==> config.mk <==
export PLATFORM = sky130hd
export DESIGN_NAME = dist3_cell
export DESIGN_NICKNAME = d
export VERILOG_FILES = /design/src/rtl/dist3_pkg.sv /design/src/rtl/dist3_cell.sv
export SDC_FILE = /design/constraint.sdc
export NUM_CORES = 1
export LEC_CHECK = 0
export BUFFER_PORTS_ARGS = -buffer_cell sky130_fd_sc_hd__buf_2
export CAP_MARGIN = 25
export CORE_UTILIZATION = 48
export DETAILED_ROUTE_END_ITERATION = 8
export PLACE_DENSITY = 0.84
export SYNTH_ARGS = -nofsm -noshare
export SYNTH_HDL_FRONTEND = slang
export SYNTH_SLANG_ARGS = --single-unit
==> constraint.sdc <==
create_clock -name clk -period 3.75 [get_ports clk]
set_clock_uncertainty 0.15 [all_clocks]
set_input_delay 0.375 -clock clk [delete_from_list [all_inputs] [get_ports clk]]
set_output_delay 0.375 -clock clk [all_outputs]
set_load 0.03 [all_outputs]
==> src/rtl/dist3_pkg.sv <==
// Package: widths, pipeline depth and the square-root cell payload type.
package dist3_pkg;

  localparam int unsigned COORD_W   = 32;
  localparam int unsigned DIFF_W    = COORD_W + 1;
  localparam int unsigned MAG_W     = 32;
  localparam int unsigned SQ_W      = 64;
  localparam int unsigned ROOT_W    = SQ_W / 2;
  localparam int unsigned REM_W     = ROOT_W + 3;
  localparam int unsigned DIST_W    = 31;
  localparam int unsigned FRONT_LAT = 4;
  localparam int unsigned LATENCY   = FRONT_LAT + ROOT_W + 1;
  localparam int unsigned CNT_W     = $clog2(LATENCY + 1);

  localparam logic [DIST_W-1:0] DIST_MAX = '1;

  // one item as it moves along the root cells
  typedef struct packed {
    logic [REM_W-1:0]  rem;
    logic [ROOT_W-1:0] root;
    logic [SQ_W-1:0]   rad;
    logic              scale;
  } cell_data_t;

endpackage

==> src/rtl/dist3_cell.sv <==
// Square-root cell: settles one root bit, hands the partial result onward.
module dist3_cell import dist3_pkg::*; (
  input  logic       clk,
  input  logic       rst_n,
  input  logic       adv,
  input  logic       valid_i,
  input  cell_data_t d_i,
  output logic       valid_o,
  output cell_data_t d_o
);

  logic [REM_W-1:0] rem_sh;
  logic [REM_W-1:0] trial;
  logic             ge;
  cell_data_t       d_nxt;
  logic             valid_r;
  cell_data_t       d_r;

  always_comb begin
    // remainder stays below 2^33, so its top bits can be dropped
    rem_sh = {d_i.rem[REM_W-3:0], d_i.rad[SQ_W-1 -: 2]};
    trial  = {1'b0, d_i.root, 2'b01};
    ge     = (rem_sh >= trial);
    d_nxt.rem   = ge ? (rem_sh - trial) : rem_sh;
    d_nxt.root  = {d_i.root[ROOT_W-2:0], ge};
    d_nxt.rad   = {d_i.rad[SQ_W-3:0], 2'b00};
    d_nxt.scale = d_i.scale;
  end

  always_ff @(posedge clk) begin
    if (!rst_n) begin
      valid_r <= 1'b0;
    end else if (adv) begin
      valid_r <= valid_i;
    end
  end

  always_ff @(posedge clk) begin
    if (adv) begin
      d_r <= d_nxt;
    end
  end

  assign valid_o = valid_r;
  assign d_o     = d_r;

endmodule

# Word level (Yosys, flattened, before mapping)
# Index checks and enable logic that the tools add are counted.
# op_classes
n_addsub	1
mux	1
magnitude_cmp	1
# ops
operator	n
$ge A35 B34 Y1	1
$mux W35	1
$sub A35 B34 Y35	1
# word_totals
inputBits	136
elab_cells	8
reg_bits	131

# Longest topological paths before layout
# Gate-level depths: netlist of the first run.
# logic_depth
word_depth	2
depth_mapped	14
ltp_nobuf	11

# Worst setup path before layout of the first run
# No wires, ideal clock.
# synth_timing
path_type	input-to-reg
startpoint	in d_i[65] in the netlist's numbering
endpoint	reg d_r, in the netlist d_o[131], data pin
t_arrival_ns	2.537
n_path_buf	1
setup_time_ns	0.256
required_time_ns	3.344
slack_ns	0.807
cell_stages	11
cell_sequence	inv_1 -> ha_1 -> o211ai_1 -> o211ai_1 -> a311o_1 -> and3_1 -> or3_1 -> nand2_2 -> buf_2 -> a211oi_1 -> a31o_2
# synth_rtl
item	line_no	rtl
start, declared	dist3_cell.sv:7	input cell_data_t d_i,
end signal, assigned	dist3_cell.sv:40	d_r <= d_nxt;
end, declared	dist3_cell.sv:17	cell_data_t d_r;

==> results of run 1 <==
## per-layer routing
layer / part of all wire, % / track usage [%] / vias to the layer above
met3: 7.5 / 8.07 / 47
met1: 37 / 32.7 / 2718
met2: 52 / 53.6 / 305
met5: 0.078 / 0 / -
met4: 3.3 / 12.8 / 2
li1: - / - / 2671
## Yosys cell counts, types with 6 or more instances
master | n | area, um2
edfxtp_1 | 130 | 3900
a21oi_1 | 51 | 255
nand2_1 | 43 | 161
nor2_1 | 43 | 161
inv_1 | 37 | 139
ha_1 | 34 | 425
o21ai_0 | 20 | 100
clkbuf_1 | 17 | 63.8
xnor2_1 | 16 | 140
a21o_1 | 14 | 105
nand3_1 | 12 | 60.1
xor2_1 | 12 | 105
a211oi_1 | 8 | 60.1
and3_1 | 8 | 50.1
nand2b_1 | 8 | 50.1
nand4_1 | 7 | 43.8
a31oi_1 | 6 | 37.5
nor3_1 | 6 | 30.0
## per-stage QoR
| step | std cells | power (mW) | cell area (um2) | worst slack [ns] | util, % |
|---|---|---|---|---|---|
| after detailed placement | 950 | 2.91 | 7860 | 0.335 | 61.3 |
| after CTS | 1067 | 4.59 | 9280 | 0.219 | 72.4 |
| final | 1073 | 4.65 | 9330 | 0.264 | 72.7 |
| after floorplan | 534 | 2.58 | 6390 | 0.807 | - |
| after global placement | 950 | 2.89 | 7860 | 0.388 | 61.3 |
| after global routing | 1072 | 4.80 | 9320 | 0.0462 | 72.7 |
## how the worst max path moves through the flow
stage	start	end	cells after the start
after floorplan	d_i[65]	d_o[131]	11
after global placement	d_i[65]	d_o[131]	12
after detailed placement	d_i[65]	d_o[125]	13
after CTS	d_i[65]	d_o[125]	14
after global routing	d_i[87]	d_o[125]	14
final	d_i[87]	d_o[120]	14
## placed cells by master (no fill, tap or decap), types with 4 or more instances in the layout
cell type and instances:
xnor2_1 16, nand2_1 43, and3_1 8, buf_2 263
nor2_1 43, edfxtp_1 130, clkbuf_1 4, inv_1 37
a31oi_1 6, o21ai_0 20, dlygate4sd3_1 89, a21oi_1 51
nand3_1 12, clkbuf_16 17, o211ai_1 5, nor3_1 6
clkinv_4 4, nand4_1 7, a211oi_1 8, ha_1 34
a21o_1 14, o21a_1 4, xor2_1 12, nand2b_1 8
## final cells by class
type / instances / area, um2
sequential: 131 / 3920
fill: 858 / 3500
timing repair buffer: 357 / 2260
multi-input combinational: 341 / 2210
clock buffer: 21 / 440
tap: 172 / 215
inverter: 38 / 143
clock inverter: 11 / 131
antenna: 2 / 5.00
## where the power goes
part,internal [mW],switching [mW]
Combinational,0.401,0.752
Clock,0.984,0.664
Sequential,1.80,0.0483
Total,3.18,1.46
## repair_timing
| item | CTS | global route |
|---|---|---|
| hold endpoints to repair | 85 | 4 |
| buffers inserted | 0 | 0 |
| hold buffers | 85 | 4 |
| setup endpoints to repair | 0 | 1 |
| resized for setup | 0 | 0 |
## cells by family after synthesis
family          after synthesis  synth area share, %
compound gates              132                 13.0
xor+xnor                     28                 3.84
fa+ha+maj                    34                 6.66
buf+inv                      62                 4.15
flops                       131                 61.4
mux                           3                0.489
other cells                   1               0.0587
simple gates                142                 10.5
## critical path, delay by kind of cell
| kind | cells | cell delay, ns |
|---|---|---|
| buf+inv | 5 | 1.13 |
| simple gates | 6 | 1.11 |
| compound gates | 2 | 0.46 |
| fa+ha+maj | 1 | 0.41 |
## flip-flops by register name (all words and copies together) (netlist names)
signal / flops
d_o: 130
valid_o: 1
==> metrics.md, run 1 <==
| Metric | Value |
|---|---|
| Number of flops mapped to enable cells by yosys | `130` |
| Max stage delay on crit path | `between 0.5 and 0.6 ns` |
| Maximum capacitance violations | `0` |
| Crit path kind | `primary input to flop` |
| Reg2reg path depth | `2` |
| Routed wire per std cell | `19.2 um` |
| Worst EP arrival | `3.49 ns` |
| Slew HR | `59.5%` |
| Worst R2R Setup Slack | `2.88 ns` |
| TNS Setup | `0 ns` |
| Clk buf depth | `2` |
| Global route overflow | `0` |
| Synth cell types | `52` |
| Worst-path cell chain | `dlygate4sd3_1 > buf_2 > inv_1 > ha_1 > and3_1 > and2_1 > a221oi_2 > nand3_1 > or3_1 > nand2_2 > inv_2 > buf_4 > nor2_1 > a21oi_1` |
| Final Critical Period | `about 3.5 ns` |
| Worst-path clk slew | `0.06 ns` |
| Worst r2r dst | `valid_o` |
| Die Area | `13800 um2` |
| Worst-Skew Late Latency | `0.42 ns` |
| Ys Warns | `0` |
| Vias in the first global route | `approximately 5600` |
| Period utilization | `93.0%` |
| LEAKAGE | `4.18 nW` |
| Flops & latches, synth | `131` |
| Worst Hold Class | `primary input to flop` |
| Global Route Usage Sum | `between 20% and 30%` |
| Syn avg cell area | `12.0 um2` |
| Antenna Violating Nets Remaining | `0` |
| Clock tree sinks | `131` |
| First-pass GRT wire length | `about 31 mm` |
| CTS tree | `yes` |
| Worst Setup End Kind | `flop` |
| Mapped Area | `6390 um2` |
| Row count | `41` |
| Initial Util | `49.8%` |
| Initial DRC count | `556` |
| Final hold viol count | `0` |
| Hold wc startpoint | `d_i[68]` |
| DIE HEIGHT | `around 120 um` |
| Hold_ws | `0.0173 ns` |
| Hold Path Stages | `1` |
| GP Congestion | `0.888` |
| Routed via count | `5743` |
| Final WL | `between 20 and 25 mm` |
| Peak VDD IR | `247 uV` |
| Layout cells sized above 1 | `34.0%` |
| Core ar. | `12800 um2` |
| Initial antenna violation count | `3` |
| CTS buffer count | `17` |
| Area grow syn2layout | `45.9%` |
| Type of origin of the critical path | `primary input` |
| DRC viols | `0` |
| Post-synth top flop | `edfxtp_1` |
| H-tree levels | `4` |
| PwrDens | `498 nW/um2` |
| Top achievable clock speed | `287 MHz` |
| Largest net degree at the start of global routing | `70` |
| Reg-to-Reg Start | `valid_o` |
| Worst min-delay path endpoint | `d_o[69]` |
| Nets@finish | `1056` |
| IO Count | `269` |
| Async S/R FF share, synth | `0%` |
| Final count of negative-setup-slack endpoints | `0` |
| Post-Synthesis Cells | `around 530` |
| Drt pass-1 iters | `5` |
| RSZ-0062 raised after global routing | `no` |
| PortBufs | `264` |
| Critical path fanouts, max | `17` |
| Clock root cell | `clkbuf_16` |
| Die W | `117 um` |
| Via density | `5.35` |
| Status | `complete, no violations` |
| CP Data Required Time | `3.75 ns` |
| Worst-margin pin slew | `0.607 ns` |
| Slowest-stage cell, CP | `dlygate4sd3_1` |
| Final slew viol count | `0` |
| Seq/Total Area, Yosys | `61.4%` |
| Detailed placer's ending HPWL | `between 10 and 15 mm` |
(Power assumes the default switching activity.)
==> run 2, diff against run 1 <==
--- a/config.mk
+++ b/config.mk
@@ -5,11 +5,12 @@
 export SDC_FILE = /design/constraint.sdc
 export NUM_CORES = 1
 export LEC_CHECK = 0
+export ABC_AREA = 1
 export BUFFER_PORTS_ARGS = -buffer_cell sky130_fd_sc_hd__buf_2
 export CAP_MARGIN = 25
-export CORE_UTILIZATION = 48
+export CORE_UTILIZATION = 50
 export DETAILED_ROUTE_END_ITERATION = 8
-export PLACE_DENSITY = 0.84
+export PLACE_DENSITY = 0.85
 export SYNTH_ARGS = -nofsm -noshare
 export SYNTH_HDL_FRONTEND = slang
 export SYNTH_SLANG_ARGS = --single-unit
==> run 2 against run 1 <==
Compared with the run above: power fell by 1.9%; cell area up 7.7%; critical path depth increased by 1; sequential cell count is the same; synthesized cell count up 49%; via count grew 18%; fmax grew 6.1%; largest power group unchanged.
==> metrics.md, run 2 <==
| Metric | Value |
|---|---|
| Status | `complete, no violations (unchanged)` |
| Row count | `43 (was 41)` |
| Die W | `121 um (was 117 um)` |
| Clock tree sinks | `131 (unchanged)` |
| Top-count cell post-synth | `nand2_1 (was edfxtp_1)` |
| Async S/R FF share, synth | `0% (unchanged)` |
| Max reg flops | `130 (unchanged)` |
| Pre-CTS setup slack | `0.819 ns (was 0.335 ns)` |
| Critical path fanouts, max | `37 (was 17)` |
| RSZ-0062 raised after global routing | `no (unchanged)` |
| Initial Util | `50.9% (was 49.8%)` |
| Post-synth top area cell | `edfxtp_1 (unchanged)` |
| First-pass GRT wire length | `34.4 mm (was 31.1 mm)` |
| TNS Setup | `0 ns (unchanged)` |
| Multi-input combinational cell area | `2570 um2 (was 2210 um2)` |
| Syn avg cell area | `8.87 um2 (was 12.0 um2)` |
| Die Area | `14600 um2 (was 13800 um2)` |
| Number of flops mapped to enable cells by yosys | `130 (unchanged)` |
| Final WL | `23.1 mm (was 20.6 mm)` |
| Maximum capacitance violations | `0 (unchanged)` |
| Internal power | `3.10 mW (was 3.18 mW)` |
| Top cell type's share of synthesized area | `55.4% (was 61.1%)` |
| Peak VDD IR | `341 uV (was 247 uV)` |
| Flops & latches, synth | `131 (unchanged)` |
| Period utilization | `87.6% (was 93.0%)` |
| Detailed placer's ending HPWL | `15.3 mm (was 12.8 mm)` |
| Crit path kind | `primary input to flop (unchanged)` |
| P_sw | `1.46 mW (about the same)` |
| Seq/Total Area, Yosys | `55.7% (was 61.4%)` |
| Synth cell types | `28 (was 52)` |
| H-tree levels | `4 (unchanged)` |
| Clk pwr share | `34.6% (was 35.5%)` |
| Via density | `5.00 (was 5.35)` |
| Worst-margin pin slew | `0.747 ns (was 0.607 ns)` |
| Layout cells sized above 1 | `25.8% (was 34.0%)` |
| Ys Warns | `0 (unchanged)` |
| Post-Synthesis Cells | `794 (was 533)` |
| Largest net degree at the start of global routing | `82 (was 70)` |
| LEAKAGE | `5.07 nW (was 4.18 nW)` |
| Final hold viol count | `0 (unchanged)` |
| Type of origin of the critical path | `primary input (unchanged)` |
| Antenna Violating Nets Remaining | `0 (unchanged)` |
| Worst Setup End Kind | `flop (unchanged)` |
| Final count of negative-setup-slack endpoints | `0 (unchanged)` |
| Core ar. | `13800 um2 (was 12800 um2)` |
| Most common cell after layout, fill and taps aside | `nand2_1 (was buf_2)` |
| Synth area leaders | `edfxtp_1, nand2_1, inv_1 (was edfxtp_1, ha_1, a21oi_1)` |
| Register area | `3920 um2 (unchanged)` |
| PortBufs | `264 (unchanged)` |
| Clk buf depth | `2 (unchanged)` |
| PwrDens | `454 nW/um2 (was 498 nW/um2)` |
| Final slew viol count | `0 (unchanged)` |
| CTS buffer count | `17 (unchanged)` |
| Post-synth top flop | `edfxtp_1 (unchanged)` |
| CTS resizes | `0 (unchanged)` |
| Nets@finish | `1335 (was 1056)` |
| Post-CTS setup buffer count | `0 (unchanged)` |
| Global route overflow | `0 (unchanged)` |
| Mapped Area | `7040 um2 (was 6390 um2)` |
| Synth top cells by count | `nand2_1, edfxtp_1, inv_1, nor2_1 (was edfxtp_1, a21oi_1, nand2_1, nor2_1, inv_1)` |
| GP Congestion | `0.905 (was 0.888)` |
| DRC viols | `0 (unchanged)` |
| Worst-path clk slew | `0.06 ns (about the same)` |
| Slew HR | `50.2% (was 59.5%)` |
| Worst-Skew Late Latency | `0.43 ns (was 0.42 ns)` |
| Drt pass-1 iters | `5 (unchanged)` |
| Commonest non-fill, non-tap cells in the layout | `nand2_1, buf_2, edfxtp_1 (was buf_2, edfxtp_1, dlygate4sd3_1)` |
| Final Critical Period | `3.29 ns (was 3.49 ns)` |
| Global Route Usage Sum | `32.1% (was 29.8%)` |
| Initial DRC count | `513 (was 556)` |
| Area grow syn2layout | `42.5% (was 45.9%)` |
| Top achievable clock speed | `304 MHz (was 287 MHz)` |
| DIE HEIGHT | `121 um (was 117 um)` |
| Final setup margin | `0.465 ns (was 0.264 ns)` |
| CTS tree | `yes (unchanged)` |
| Combinational power share | `25.2% (was 24.8%)` |
| CP Data Required Time | `3.88 ns (was 3.75 ns)` |
| Routed wire per std cell | `17.0 um (was 19.2 um)` |
| Routed via count | `6784 (was 5743)` |
| IO Count | `269 (unchanged)` |
| Initial antenna violation count | `0 (was 3)` |
| Share of power burned in registers | `40.1% (was 39.7%)` |
| Vias in the first global route | `6599 (was 5648)` |
| Worst EP arrival | `3.41 ns (was 3.49 ns)` |
| Diodes inserted | `0 (was 2)` |
| Clock root cell | `clkbuf_16 (unchanged)` |
| Filler instances | `959 (was 858)` |
| Switch share | `31.9% (was 31.5%)` |
| Worst Hold Class | `primary input to flop (unchanged)` |
[run 2: cell count changes after synthesis, sizes merged, moves of 8 or more]
cell	previous run	this run
o21ai	21	7
and3	8	0
xnor2	16	2
nor2	43	74
a21o	14	2
nand2	44	304
nand2b	8	0
clkbuf	17	0
nand3b	0	9
a21oi	51	25
nand3	12	36
inv	38	129
[run 2: critical path, cell delays in order]
cell and delay, ns:
dlygate4sd3_1 0.57, buf_2 0.12, inv_1 0.06, ha_1 0.36
nand2_1 0.12, inv_1 0.07, nand2_2 0.09, inv_1 0.07
a21oi_1 0.24, nand3_2 0.18, nand3_2 0.11, nand2_4 0.25
inv_4 0.42, nand2_1 0.19, nand2_1 0.16
[run 2: final timing paths]
path	start	to	slack [ns]	cells past startpoint
max	d_i[81]	d_o[111]	0.46	15
min	valid_i	valid_o	0.06	3
max reg2reg	valid_o	valid_o	2.86	2
min reg2reg	valid_o	valid_o	0.47	2
[run 2: metrics by stage]
| stage | total power, mW | cell area, um2 | hold slack [ns] | util [%] | instances |
|---|---|---|---|---|---|
| 4_1_cts | 4.51 | 10000 | 0.00293 | 72.5 | 1357 |
| 5_1_grt | 4.72 | 10000 | 0.0627 | 72.6 | 1358 |
| 3_3_place_gp | 2.87 | 8550 | 0.370 | 61.8 | 1232 |
| 2_1_floorplan | 2.54 | 7050 | 0.318 | - | 795 |
| 6_report | 4.56 | 10000 | 0.0625 | 72.6 | 1358 |
| 3_5_place_dp | 2.89 | 8550 | 0.382 | 61.8 | 1232 |
[run 2: metal layers]
metal | part of all wire [%] | track usage (%) | vias to the layer above | wire [um]
li1 | - | - | 3280 | -
met1 | 39 | 36.3 | 3104 | 8930
met2 | 49 | 56.4 | 334 | 11400
met3 | 8.0 | 8.49 | 66 | 1850
met4 | 3.9 | 15.3 | 0 | 908
met5 | 0 | 0 | - | 0
[run 2: repair_timing]
action,4_1_cts,5_1_grt
setup endpoints to repair,0,0
hold endpoints to repair,93,1
hold buffers,93,1
[run 2: power by group through the flow]
| stage | sequential, mW | combinational (mW) | clock (mW) |
|---|---|---|---|
| after floorplan | 2.15 | 0.395 | 0 |
| after global placement | 1.84 | 1.03 | 0 |
| after detailed placement | 1.85 | 1.04 | 0 |
| after CTS | 1.82 | 1.12 | 1.56 |
| after global routing | 1.84 | 1.24 | 1.65 |
| final | 1.83 | 1.15 | 1.58 |
[run 2: cell type report]
type | instances | share of cell area [%]
clock buffers | 23 | 4.66
clock inverters | 9 | 0.822
inverters | 129 | 4.85
multi-input cells | 527 | 25.6
flip-flops and latches | 131 | 39.1
well taps | 180 | 2.24
repair buffers | 359 | 22.8
[run 2: cell families (layout without fill, tap and decap cells)]
kind of cell               after synthesis  after routing  share of synthesized area (%)
other                                    1              2                         0.0532
adders and majority gates               34             34                           6.04
xor gates and xnor gates                18             18                           2.24
AOI/OAI and AO/OA                       40             40                           3.18
and+or+nand+nor                        433            433                           24.9
DFF                                    131            131                           55.7
buffers and inverters                  137            520                           7.92
